<file path="src/rtl/mbrc_pkg.sv">
package mbrc_pkg;

	localparam logic [8:0] HDR_LEN     = 9'd3;
	localparam logic [8:0] CRC_LEN     = 9'd2;
	localparam logic [8:0] MIN_RSP_LEN = 9'd5;
	localparam logic [8:0] CARD_POS    = 9'd4;
	localparam logic [8:0] LEN_POS     = 9'd2;
	localparam logic [8:0] POS_MAX     = 9'd511;
	localparam logic [15:0] CRC_POLY   = 16'hA001;
	localparam logic [15:0] CRC_INIT   = 16'hFFFF;

	typedef enum logic [1:0] {
		ST_OK     = 2'd0,
		ST_SHORT  = 2'd1,
		ST_BADCRC = 2'd2
	} status_t;

	typedef struct packed {
		logic [7:0] data_byte;
		logic       last_in_buffer;
	} byte_beat_t;

	typedef struct packed {
		status_t     status;
		logic [8:0]  consumed_count;
		logic [23:0] card_number;
	} report_t;

endpackage

</file>
<file path="src/rtl/mbrc_byte_if.sv">
interface mbrc_byte_if;
	logic                valid;
	logic                ready;
	mbrc_pkg::byte_beat_t payload;

	modport source (output valid, output payload, input ready);
	modport sink (input valid, input payload, output ready);
endinterface

</file>
<file path="src/rtl/mbrc_report_if.sv">
interface mbrc_report_if;
	logic             valid;
	logic             ready;
	mbrc_pkg::report_t payload;

	modport source (output valid, output payload, input ready);
	modport sink (input valid, input payload, output ready);
endinterface

</file>
<file path="src/rtl/mbrc_crc16_byte.sv">
module mbrc_crc16_byte (
	input  logic [15:0] crc,
	input  logic [7:0]  data_byte,
	output logic [15:0] crc_next
);
	import mbrc_pkg::*;

	always_comb begin
		logic [15:0] acc;
		acc = crc ^ {8'h00, data_byte};
		for (int k = 0; k < 8; k++) begin
			if (acc[0]) begin
				acc = (acc >> 1) ^ CRC_POLY;
			end else begin
				acc = acc >> 1;
			end
		end
		crc_next = acc;
	end
endmodule

</file>
<file path="src/rtl/mbrc_frame_eval.sv">
module mbrc_frame_eval (
	input  logic                 clk,
	input  logic                 arst_n,
	input  logic                 step,
	input  mbrc_pkg::byte_beat_t beat,
	output mbrc_pkg::report_t    report
);
	import mbrc_pkg::*;

	logic [8:0]  pos_q;
	logic [7:0]  len_q;
	logic [15:0] crc_q;
	logic [15:0] rcrc_q;
	logic [23:0] card_q;

	logic [7:0]  len_next;
	logic [15:0] crc_upd;
	logic [15:0] crc_next;
	logic [15:0] rcrc_next;
	logic [23:0] card_next;
	logic [8:0]  crc_end;
	logic [8:0]  frame_len;
	logic [8:0]  count;

	mbrc_crc16_byte u_crc (
		.crc       (crc_q),
		.data_byte (beat.data_byte),
		.crc_next  (crc_upd)
	);

	always_comb begin
		len_next  = (pos_q == LEN_POS) ? beat.data_byte : len_q;
		crc_end   = HDR_LEN + {1'b0, len_next};
		frame_len = crc_end + CRC_LEN;
		crc_next  = crc_q;
		rcrc_next = rcrc_q;
		if (pos_q < crc_end) begin
			crc_next = crc_upd;
		end else if (pos_q == crc_end) begin
			rcrc_next = {rcrc_q[15:8], beat.data_byte};
		end else if (pos_q == crc_end + 9'd1) begin
			rcrc_next = {beat.data_byte, rcrc_q[7:0]};
		end
		card_next = card_q;
		case (pos_q)
			CARD_POS:         card_next = {card_q[23:8], beat.data_byte};
			CARD_POS + 9'd1:  card_next = {card_q[23:16], beat.data_byte, card_q[7:0]};
			CARD_POS + 9'd2:  card_next = {beat.data_byte, card_q[15:0]};
			default:          card_next = card_q;
		endcase
		count = (pos_q == POS_MAX) ? POS_MAX : pos_q + 9'd1;

		if (count < MIN_RSP_LEN || count < frame_len) begin
			report.status         = ST_SHORT;
			report.consumed_count = 9'd0;
			report.card_number    = 24'd0;
		end else if (rcrc_next != crc_next) begin
			report.status         = ST_BADCRC;
			report.consumed_count = HDR_LEN;
			report.card_number    = 24'd0;
		end else begin
			report.status         = ST_OK;
			report.consumed_count = frame_len;
			report.card_number    = card_next;
		end
	end

	always_ff @(posedge clk or negedge arst_n) begin
		if (!arst_n) begin
			pos_q  <= 9'd0;
			len_q  <= 8'd0;
			crc_q  <= CRC_INIT;
			rcrc_q <= 16'd0;
			card_q <= 24'd0;
		end else if (step) begin
			if (beat.last_in_buffer) begin
				pos_q  <= 9'd0;
				len_q  <= 8'd0;
				crc_q  <= CRC_INIT;
				rcrc_q <= 16'd0;
				card_q <= 24'd0;
			end else begin
				pos_q  <= count;
				len_q  <= len_next;
				crc_q  <= crc_next;
				rcrc_q <= rcrc_next;
				card_q <= card_next;
			end
		end
	end

	a_restart: assert property (@(posedge clk) disable iff (!arst_n)
		step && beat.last_in_buffer |=> pos_q == 9'd0 && crc_q == CRC_INIT)
		else $error("Frame state was not cleared after the last byte.");
endmodule

</file>
<file path="src/rtl/modbus_response_frame_checker_unit.sv">
// Checks Modbus RTU response buffers against their CRC-16/MODBUS trailer.
// The bytes channel carries one buffer byte per beat, with last_in_buffer
// set on the final byte. The report channel carries one beat per buffer:
// the status, the number of bytes to drop and the card number.
// Each byte is first taken into an input register; from there it updates the
// frame state and, on the last byte, the report is loaded into the output
// register. One byte is accepted in every cycle unless the last byte of a
// buffer waits in the input register for the output register to free; the
// rate is set by the single-byte CRC update between the two registers.
// When the receiver stalls, the report waits in the output register and
// bytes of the next buffer keep flowing until its own last byte reaches the
// input register, which then holds until the report is taken.
// Reset empties both registers and returns the frame state to its start.
module modbus_response_frame_checker_unit (
	input logic           clk,
	input logic           arst_n,
	mbrc_byte_if.sink     bytes,
	mbrc_report_if.source report
);
	import mbrc_pkg::*;

	logic       valid_s1;
	byte_beat_t beat_s1;
	logic       out_valid_q;
	report_t    out_q;
	report_t    frame_report;
	logic       out_free;
	logic       advance;

	assign out_free    = !out_valid_q || report.ready;
	assign advance     = valid_s1 && (!beat_s1.last_in_buffer || out_free);
	assign bytes.ready = !valid_s1 || advance;

	assign report.valid   = out_valid_q;
	assign report.payload = out_q;

	mbrc_frame_eval u_eval (
		.clk    (clk),
		.arst_n (arst_n),
		.step   (advance),
		.beat   (beat_s1),
		.report (frame_report)
	);

	always_ff @(posedge clk or negedge arst_n) begin
		if (!arst_n) begin
			valid_s1 <= 1'b0;
		end else if (bytes.ready) begin
			valid_s1 <= bytes.valid;
		end
	end

	always_ff @(posedge clk) begin
		if (bytes.valid && bytes.ready) begin
			beat_s1 <= bytes.payload;
		end
	end

	always_ff @(posedge clk or negedge arst_n) begin
		if (!arst_n) begin
			out_valid_q <= 1'b0;
		end else if (advance && beat_s1.last_in_buffer) begin
			out_valid_q <= 1'b1;
		end else if (report.ready) begin
			out_valid_q <= 1'b0;
		end
	end

	always_ff @(posedge clk) begin
		if (advance && beat_s1.last_in_buffer) begin
			out_q <= frame_report;
		end
	end

	a_ok_len: assert property (@(posedge clk) disable iff (!arst_n)
		out_valid_q && out_q.status == ST_OK |-> out_q.consumed_count >= MIN_RSP_LEN)
		else $error("Accepted frame reports fewer bytes than the minimum.");

	a_card_zero: assert property (@(posedge clk) disable iff (!arst_n)
		out_valid_q && out_q.status != ST_OK |-> out_q.card_number == 24'd0)
		else $error("Card number is not zero on a failed frame.");

	a_short: assert property (@(posedge clk) disable iff (!arst_n)
		out_valid_q && out_q.status == ST_SHORT |-> out_q.consumed_count == 9'd0)
		else $error("Short buffer reports consumed bytes.");

	a_badcrc: assert property (@(posedge clk) disable iff (!arst_n)
		out_valid_q && out_q.status == ST_BADCRC |-> out_q.consumed_count == HDR_LEN)
		else $error("Checksum mismatch does not drop the header.");
endmodule
</file>
<file path="src/flat_wrapper.sv">
// flat-port wrapper written by rule: the top's interface ports become plain ports
module modbus_response_frame_checker_unit_flat import mbrc_pkg::*;
  (clk, arst_n, bytes_valid, bytes_payload, bytes_ready, report_valid, report_payload, report_ready);
  mbrc_byte_if bytes_i ();
  mbrc_report_if report_i ();
  input logic clk;
  input logic arst_n;
  input wire logic [$bits(bytes_i.valid)-1:0] bytes_valid;
  input wire logic [$bits(bytes_i.payload)-1:0] bytes_payload;
  output wire logic [$bits(bytes_i.ready)-1:0] bytes_ready;
  output wire logic [$bits(report_i.valid)-1:0] report_valid;
  output wire logic [$bits(report_i.payload)-1:0] report_payload;
  input wire logic [$bits(report_i.ready)-1:0] report_ready;
  assign bytes_i.valid = bytes_valid;
  assign bytes_i.payload = bytes_payload;
  assign bytes_ready = bytes_i.ready;
  assign report_valid = report_i.valid;
  assign report_payload = report_i.payload;
  assign report_i.ready = report_ready;
  modbus_response_frame_checker_unit u_core (.clk(clk), .arst_n(arst_n), .bytes(bytes_i), .report(report_i));
endmodule
</file>
<file path="config.mk">
export PLATFORM = sky130hd
export DESIGN_NAME = modbus_response_frame_checker_unit_flat
export DESIGN_NICKNAME = d
export VERILOG_FILES = /design/src/rtl/mbrc_pkg.sv /design/src/rtl/mbrc_byte_if.sv /design/src/rtl/mbrc_report_if.sv /design/src/rtl/mbrc_crc16_byte.sv /design/src/rtl/mbrc_frame_eval.sv /design/src/rtl/modbus_response_frame_checker_unit.sv /design/src/flat_wrapper.sv
export SDC_FILE = /design/constraint.sdc
export NUM_CORES = 1
export LEC_CHECK = 0
export ABC_CLOCK_PERIOD_IN_PS = 5500
export BUFFER_PORTS_ARGS = -buffer_cell sky130_fd_sc_hd__buf_4
export CORE_UTILIZATION = 25
export CTS_CLUSTER_DIAMETER = 40
export DETAILED_ROUTE_END_ITERATION = 7
export SYNTH_ARGS = -nofsm -noshare
export SYNTH_HDL_FRONTEND = slang
export SYNTH_SLANG_ARGS = --single-unit
</file>
<file path="constraint.sdc">
create_clock -name clk -period 5.5 [get_ports clk]
set_input_delay 0.275 -clock clk [delete_from_list [all_inputs] [get_ports clk]]
set_output_delay 0.275 -clock clk [all_outputs]
set_load 0.05 [all_outputs]
</file>
==> flow_summary.json, run 1 <==
{
  "outcome": "finished clean",
  "wl_met1_um": 9790,
  "die_area_um2": 29600,
  "final_cell_area_um2": 9400,
  "finalCritPeriodShare_pct": 97.2,
  "ys_top_cells_by_area": "dfrtp_1, edfxtp_1, dfstp_2",
  "synth_edf_count": 44,
  "io_pins": 50,
  "yosysMostFrequentCell": "dfrtp_1",
  "yosys_register_bits": 119,
  "top_layer": "met4",
  "r2r_setup_slack_ns": 0.15,
  "synth-compound-area-share_pct": 19.3,
  "powerDensity_nw_per_um2": 433,
  "clock_skew_ns": 0.0200,
  "synth-simple-area-share_pct": 15.7,
  "initial_core_util_pct": 25.7,
  "routed_via_density": 5.08,
  "path_buf_inv": 8,
  "clk_pin_slew_ns": 0.06,
  "cts_hold_buf": 0,
  "hpwl_um": 13700,
  "cts_max_path_buffers": 2,
  "hold_class": "primary input to async pin",
  "yosysSeqAreaShare_pct": 44.5,
  "p_leak_nw": 3.74,
  "cts_tree": "yes",
  "r2r_cells": 26,
  "path_common_cell": "ha_4",
  "grt_pass1_wl_um": 31800,
  "synthXorXnorAreaFrac_pct": 7.36,
  "synthFlopType": "dfrtp_1",
  "end_kind": "register",
  "cp.arrival_ns": 5.59,
  "placed_cell_area_um2": 8370,
  "drcViolationCount": 0,
  "drt_pre_antenna_iters": 6,
  "synth_mux_area_share_pct": 4.47,
  "vias": 5747,
  "root_buffer": "clkbuf_16",
  "cp-start-kind": "register",
  "syn_nets": 682,
  "cts_buffers": 17,
  "grt_antenna_before_repair": 0,
  "synth_area_um2": 7230,
  "hold_viol": 0,
  "synth_top_cell_by_area": "dfrtp_1",
  "synthAdderAreaFrac_pct": 4.16,
  "coreArea_um2": 28100,
  "avgSynthCellArea_um2": 11.2,
  "timing.setup.tns_ns": 0,
  "worst_slack_ns": 0.152,
  "worstReg2RegStart": "u_core.u_eval.pos_q[0]",
  "area_delta_synth_final_pct": 30.1,
  "insertion_delay_ns": 0.43,
  "overflow": 0,
  "cap_viol_max_count": 0,
  "path_max_fanout": 13,
  "ys_warn_count": 0,
  "postRouteWirelength_um": 20500,
  "rows": 61,
  "critPathTopFamily": "simple AND/OR/NAND/NOR gates",
  "crit_slowest_cell": "or4_4",
  "async_reset_ff_share_pct": 63.0,
  "dieWidth_um": 172,
  "yosysTopAreaCellShare_pct": 20.4,
  "chipHeight_um": 172,
  "nets": 777,
  "synth_commonest_cells": "dfrtp_1, a22o_1, edfxtp_1, xnor2_1, clkbuf_1",
  "ir_drop_v": 0.000210,
  "grt_use_total_pct": 14.1,
  "gp_congestion": 0.925,
  "grt_max_degree": 76,
  "crit_required_ns": 5.74,
  "port_buffers": 49,
  "ys_types": 71,
  "whs_ns": 0.00191,
  "place_ws_ns": -0.111,
  "drt-initial-drc-count": 451,
  "drive_gt1_share_pct": 33.5,
  "crit_type": "register to register",
  "synth_top_family_by_area": "compound AO/OA/AOI/OAI gates",
  "setup_violations": 0,
  "tightest_slew_ns": 0.978,
  "nFillCells": 2835,
  "cp_slowest_stage_delay_ns": 0.57,
  "dr_wl_met2_um": 9230,
  "finalPower_w": 0.00407,
  "grt_pass1_vias": 5537,
  "rsz0062_at_grt": "true",
  "slew-limit-headroom_pct": 34.8,
  "reg2reg_to": "u_core.report.payload[13]",
  "min_period_ns": 5.35,
  "cts_sinks": 119,
  "routedWlPerCell_um": 18.1,
  "drt.antenna.violating_nets": 0,
  "cts_max_level": 4,
  "netlist_instances": 645,
  "maxSlewViolCount": 0,
  "diodes": 0,
  "met3_length_um": 1220,
  "max_freq_mhz": 187
}
## worst max path at each step
stage	to	slack [ns]	from	cells after the start
floorplan	u_core.report.payload[34]	0.003	u_core.u_eval.pos_q[0]	23
global placement	u_core.report.payload[24]	0.05	u_core.u_eval.pos_q[0]	22
detailed placement	u_core.report.payload[5]	-0.11	u_core.u_eval.pos_q[0]	23
CTS	u_core.report.payload[13]	0.009	u_core.u_eval.pos_q[0]	23
global route	u_core.report.payload[16]	-0.06	u_core.u_eval.pos_q[0]	26
finish	u_core.report.payload[13]	0.15	u_core.u_eval.pos_q[0]	26
## metrics by stage
| stage | cells | utilization, % |
|---|---|---|
| floorplan | 645 | - |
| global placement | 1083 | 29.8 |
| detailed placement | 1083 | 29.8 |
| CTS | 1122 | 32.4 |
| global route | 1131 | 33.5 |
| finish | 1131 | 33.5 |
## routing by layer
layer,GRT usage (%),vias up
met5,0,-
met4,4.19,0
met2,21.5,197
li1,-,2680
met3,2.91,21
met1,19.9,2849
## sequential cells by signal (all words and copies together) (netlist names)
signal and count:
u_core.u_eval.pos_q 9, u_core.valid_s1 1, u_core.u_eval.rcrc_q 16, u_core.u_eval.card_q 24, u_core.u_eval.len_q 8, u_core.beat_s1 9, u_core.u_eval.crc_q 16, u_core.report.valid 1
u_core.report.payload 35
## area by class of cell
class	instances	area, µm²	area share [%]
clock buffers	21	440	4.68
multi-input cells	456	3980	42.3
clock inverters	11	160	1.70
inverters	23	86.3	0.918
repair buffers	123	1050	11.2
well taps	378	473	5.03
flip-flops and latches	119	3220	34.2
## cell families (layout without fill, tap and decap cells)
| logic type | after synthesis | in the layout |
|---|---|---|
| AO/OA/AOI/OAI | 182 | 183 |
| AND/OR/NAND/NOR | 159 | 159 |
| flip-flops | 119 | 119 |
| buffers and inverters | 71 | 178 |
| XOR/XNOR | 59 | 59 |
| multiplexers | 31 | 31 |
| adder cells (fa/ha/maj) | 24 | 24 |
## placed cells by master, fill, tap and decap left out, types with 9 or more instances in the layout
cell type    n
edfxtp_1    44
nor4_4       9
o21ai_0     16
nand2_1     27
a22oi_1     28
nand3_1     11
dfrtp_1     59
mux2i_1     19
a21oi_1     16
nor3_1      13
a22o_1      45
dfstp_2     16
xor2_1      18
ha_1        19
nor2_1      19
xnor2_1     39
nor4_2      21
buf_4      113
inv_1       21
o22a_1      15
clkbuf_16   18
## power by group
group | switching (W) | internal (W) | total [W]
logic | 0.000963 | 0.000811 | 0.00177
clock network | 0.000399 | 0.000752 | 0.00115
registers | 0.0000964 | 0.00105 | 0.00115
## what timing repair did
item | 4_1_cts | 5_1_grt
cloned | 1 | 2
buffers inserted | 6 | 7
pin swaps | 5 | 10
endpoints found under the hold margin | 0 | 0
setup endpoints to repair | 31 | 34
gates resized for setup | 11 | 38
(Power assumes the default switching activity.)
==> inputs of run 2 (changes only) <==
ABC_CLOCK_PERIOD_IN_PS = 6400   (was 5500)
clock period = 6.4 ns   (was 5.5 ns; I/O delays follow)
==> run 2 against run 1 <==
Effect of this change:
- clock skew decreased by 0.0097 ns
- register-to-register slack improved by 0.17 ns
- routed wire length decreased by 7.5%
- first-iteration DRC count decreased by 2.7%
- total power decreased by 24%
- critical path type unchanged
- critical endpoint is now u_core.report.payload[25]
- largest cell class unchanged
- largest power group unchanged
==> flow_summary.json, run 2 (synthesis gave the netlist of run 1 again) <==
{
  "end_kind": "register",
  "dieWidth_um": 172,
  "nets": 732,
  "coreArea_um2": 28100,
  "rows": 61,
  "hpwl_um": 13100,
  "drcViolationCount": 0,
  "chipHeight_um": 172,
  "ir_drop_v": 0.000197,
  "overflow": 0,
  "drive_gt1_share_pct": 26.4,
  "grt_pass1_wl_um": 30500,
  "tightest_slew_ns": 0.976,
  "stdcell_count": 1086,
  "root_buffer": "clkbuf_16",
  "area_delta_synth_final_pct": 19.8,
  "vias": 5404,
  "whs_ns": 0.0734,
  "cts_sinks": 119,
  "die_area_um2": 29600,
  "gp_congestion": 0.923,
  "clk_pin_slew_ns": 0.06,
  "netSwitchingPower_w": 0.00116,
  "crit_required_ns": 6.57,
  "setup_violations": 0,
  "largest_register_ffs": 35,
  "min_period_ns": 6.08,
  "power_frac_comb_pct": 39.4,
  "clock_skew_ns": 0.0104,
  "io_pins": 50,
  "cts_setup_buffers": 0,
  "power_frac_seq_pct": 31.5,
  "max_freq_mhz": 165,
  "drt.antenna.violating_nets": 0,
  "cts_hold_buf": 0,
  "timing.setup.tns_ns": 0,
  "maxSlewViolCount": 0,
  "cts_tree": "yes",
  "insertion_delay_ns": 0.42,
  "cts_buffers": 17,
  "grt_max_degree": 76,
  "layout_commonest_cell": "buf_4",
  "internal-power_w": 0.00194,
  "path_max_fanout": 16,
  "outcome": "finished clean",
  "grt_antenna_before_repair": 0,
  "diodes": 0,
  "cap_viol_max_count": 0,
  "pwr-share-clk_pct": 29.1,
  "routedWlPerCell_um": 17.5,
  "cp.arrival_ns": 6.25,
  "initial_core_util_pct": 25.7,
  "finalCritPeriodShare_pct": 95.0,
  "switching_share_pct": 37.3,
  "routed_via_density": 4.98,
  "final_cell_mix": "buf_4, dfrtp_1, a22o_1",
  "cts_max_level": 4,
  "r2r_setup_slack_ns": 0.32,
  "hold_viol": 0,
  "place_inst": 1054,
  "cts_max_path_buffers": 2,
  "slew-limit-headroom_pct": 35.0,
  "place_ws_ns": 0.217,
  "cp-start-kind": "register",
  "grt_pass1_vias": 5428,
  "postRouteWirelength_um": 19000,
  "grt_use_total_pct": 13.5,
  "powerDensity_nw_per_um2": 358,
  "drt-initial-drc-count": 439,
  "worst_slack_ns": 0.323,
  "drt_pre_antenna_iters": 5,
  "port_buffers": 49,
  "crit_type": "register to register",
  "p_leak_nw": 3.34,
  "hold_class": "primary input to async pin"
}
-- run 2: cell type report --
| class | count | area [µm²] |
|---|---|---|
| Multi-Input combinational cell | 455 | 3720 |
| Timing Repair Buffer | 79 | 601 |
| Clock inverter | 15 | 128 |
| Fill cell | 2917 | 19400 |
| Inverter | 23 | 86.3 |
| Clock buffer | 17 | 425 |
| Tap cell | 378 | 473 |
| Sequential cell | 119 | 3220 |
-- run 2: worst max-delay path, cell delays in order, from the launching register on --
cell,delay (ns)
dfrtp_1,0.44
ha_2,0.27
or4b_4,0.53
nor2_4,0.23
nand2_1,0.07
o21ai_0,0.11
ha_1,0.25
nand4b_1,0.13
xor2_1,0.21
mux2_4,0.34
ha_1,0.28
nand2_1,0.07
nor2_1,0.24
o211ai_2,0.23
nand2_1,0.16
buf_6,0.24
mux2i_1,0.47
nor2_1,0.07
or4_1,0.45
a221o_4,0.54
buf_4,0.24
o31a_1,0.24
-- run 2: final timing paths --
check | startpoint | to | depth (start not counted)
worst max-delay path | u_core.u_eval.pos_q[1] | u_core.report.payload[25] | 21
worst min-delay path | arst_n | u_core.u_eval.len_q[5] | 1
max in group asynchronous | arst_n | u_core.u_eval.pos_q[8] | 1
worst min register to register | u_core.u_eval.card_q[20] | u_core.u_eval.card_q[20] | 1
worst max register to register | u_core.u_eval.pos_q[1] | u_core.report.payload[25] | 21
min in group clk | bytes_payload[0] | u_core.beat_s1[0] | 1
-- run 2: per-layer routing --
metal / GRT usage (%) / part of all wire, %
met5: 0 / 0
met4: 3.12 / 0.90
met2: 21.1 / 45
met1: 18.6 / 48
met3: 3.34 / 5.6
-- run 2: through the flow --
stage               power (W)  cell area, µm²  utilization [%]
floorplan             0.00187            7230                -
global placement      0.00213            8060             28.7
detailed placement    0.00215            8060             28.7
CTS                   0.00306            8610             30.7
global route          0.00327            8650             30.8
finish                0.00310            8650             30.8
-- run 2: what timing repair did --
item / 4_1_cts / 5_1_grt
resized for setup: 0 / 11
hold endpoints to repair: 0 / 0
endpoints found under the setup margin: 0 / 34
-- run 2: power groups by stage --
stage               combinational [W]  sequential (W)  clock, W
finish                        0.00122        0.000976  0.000903
global route                  0.00133        0.000986  0.000958
CTS                           0.00117        0.000972  0.000920
detailed placement            0.00116        0.000986         0
global placement              0.00115        0.000985         0
floorplan                    0.000864         0.00100         0
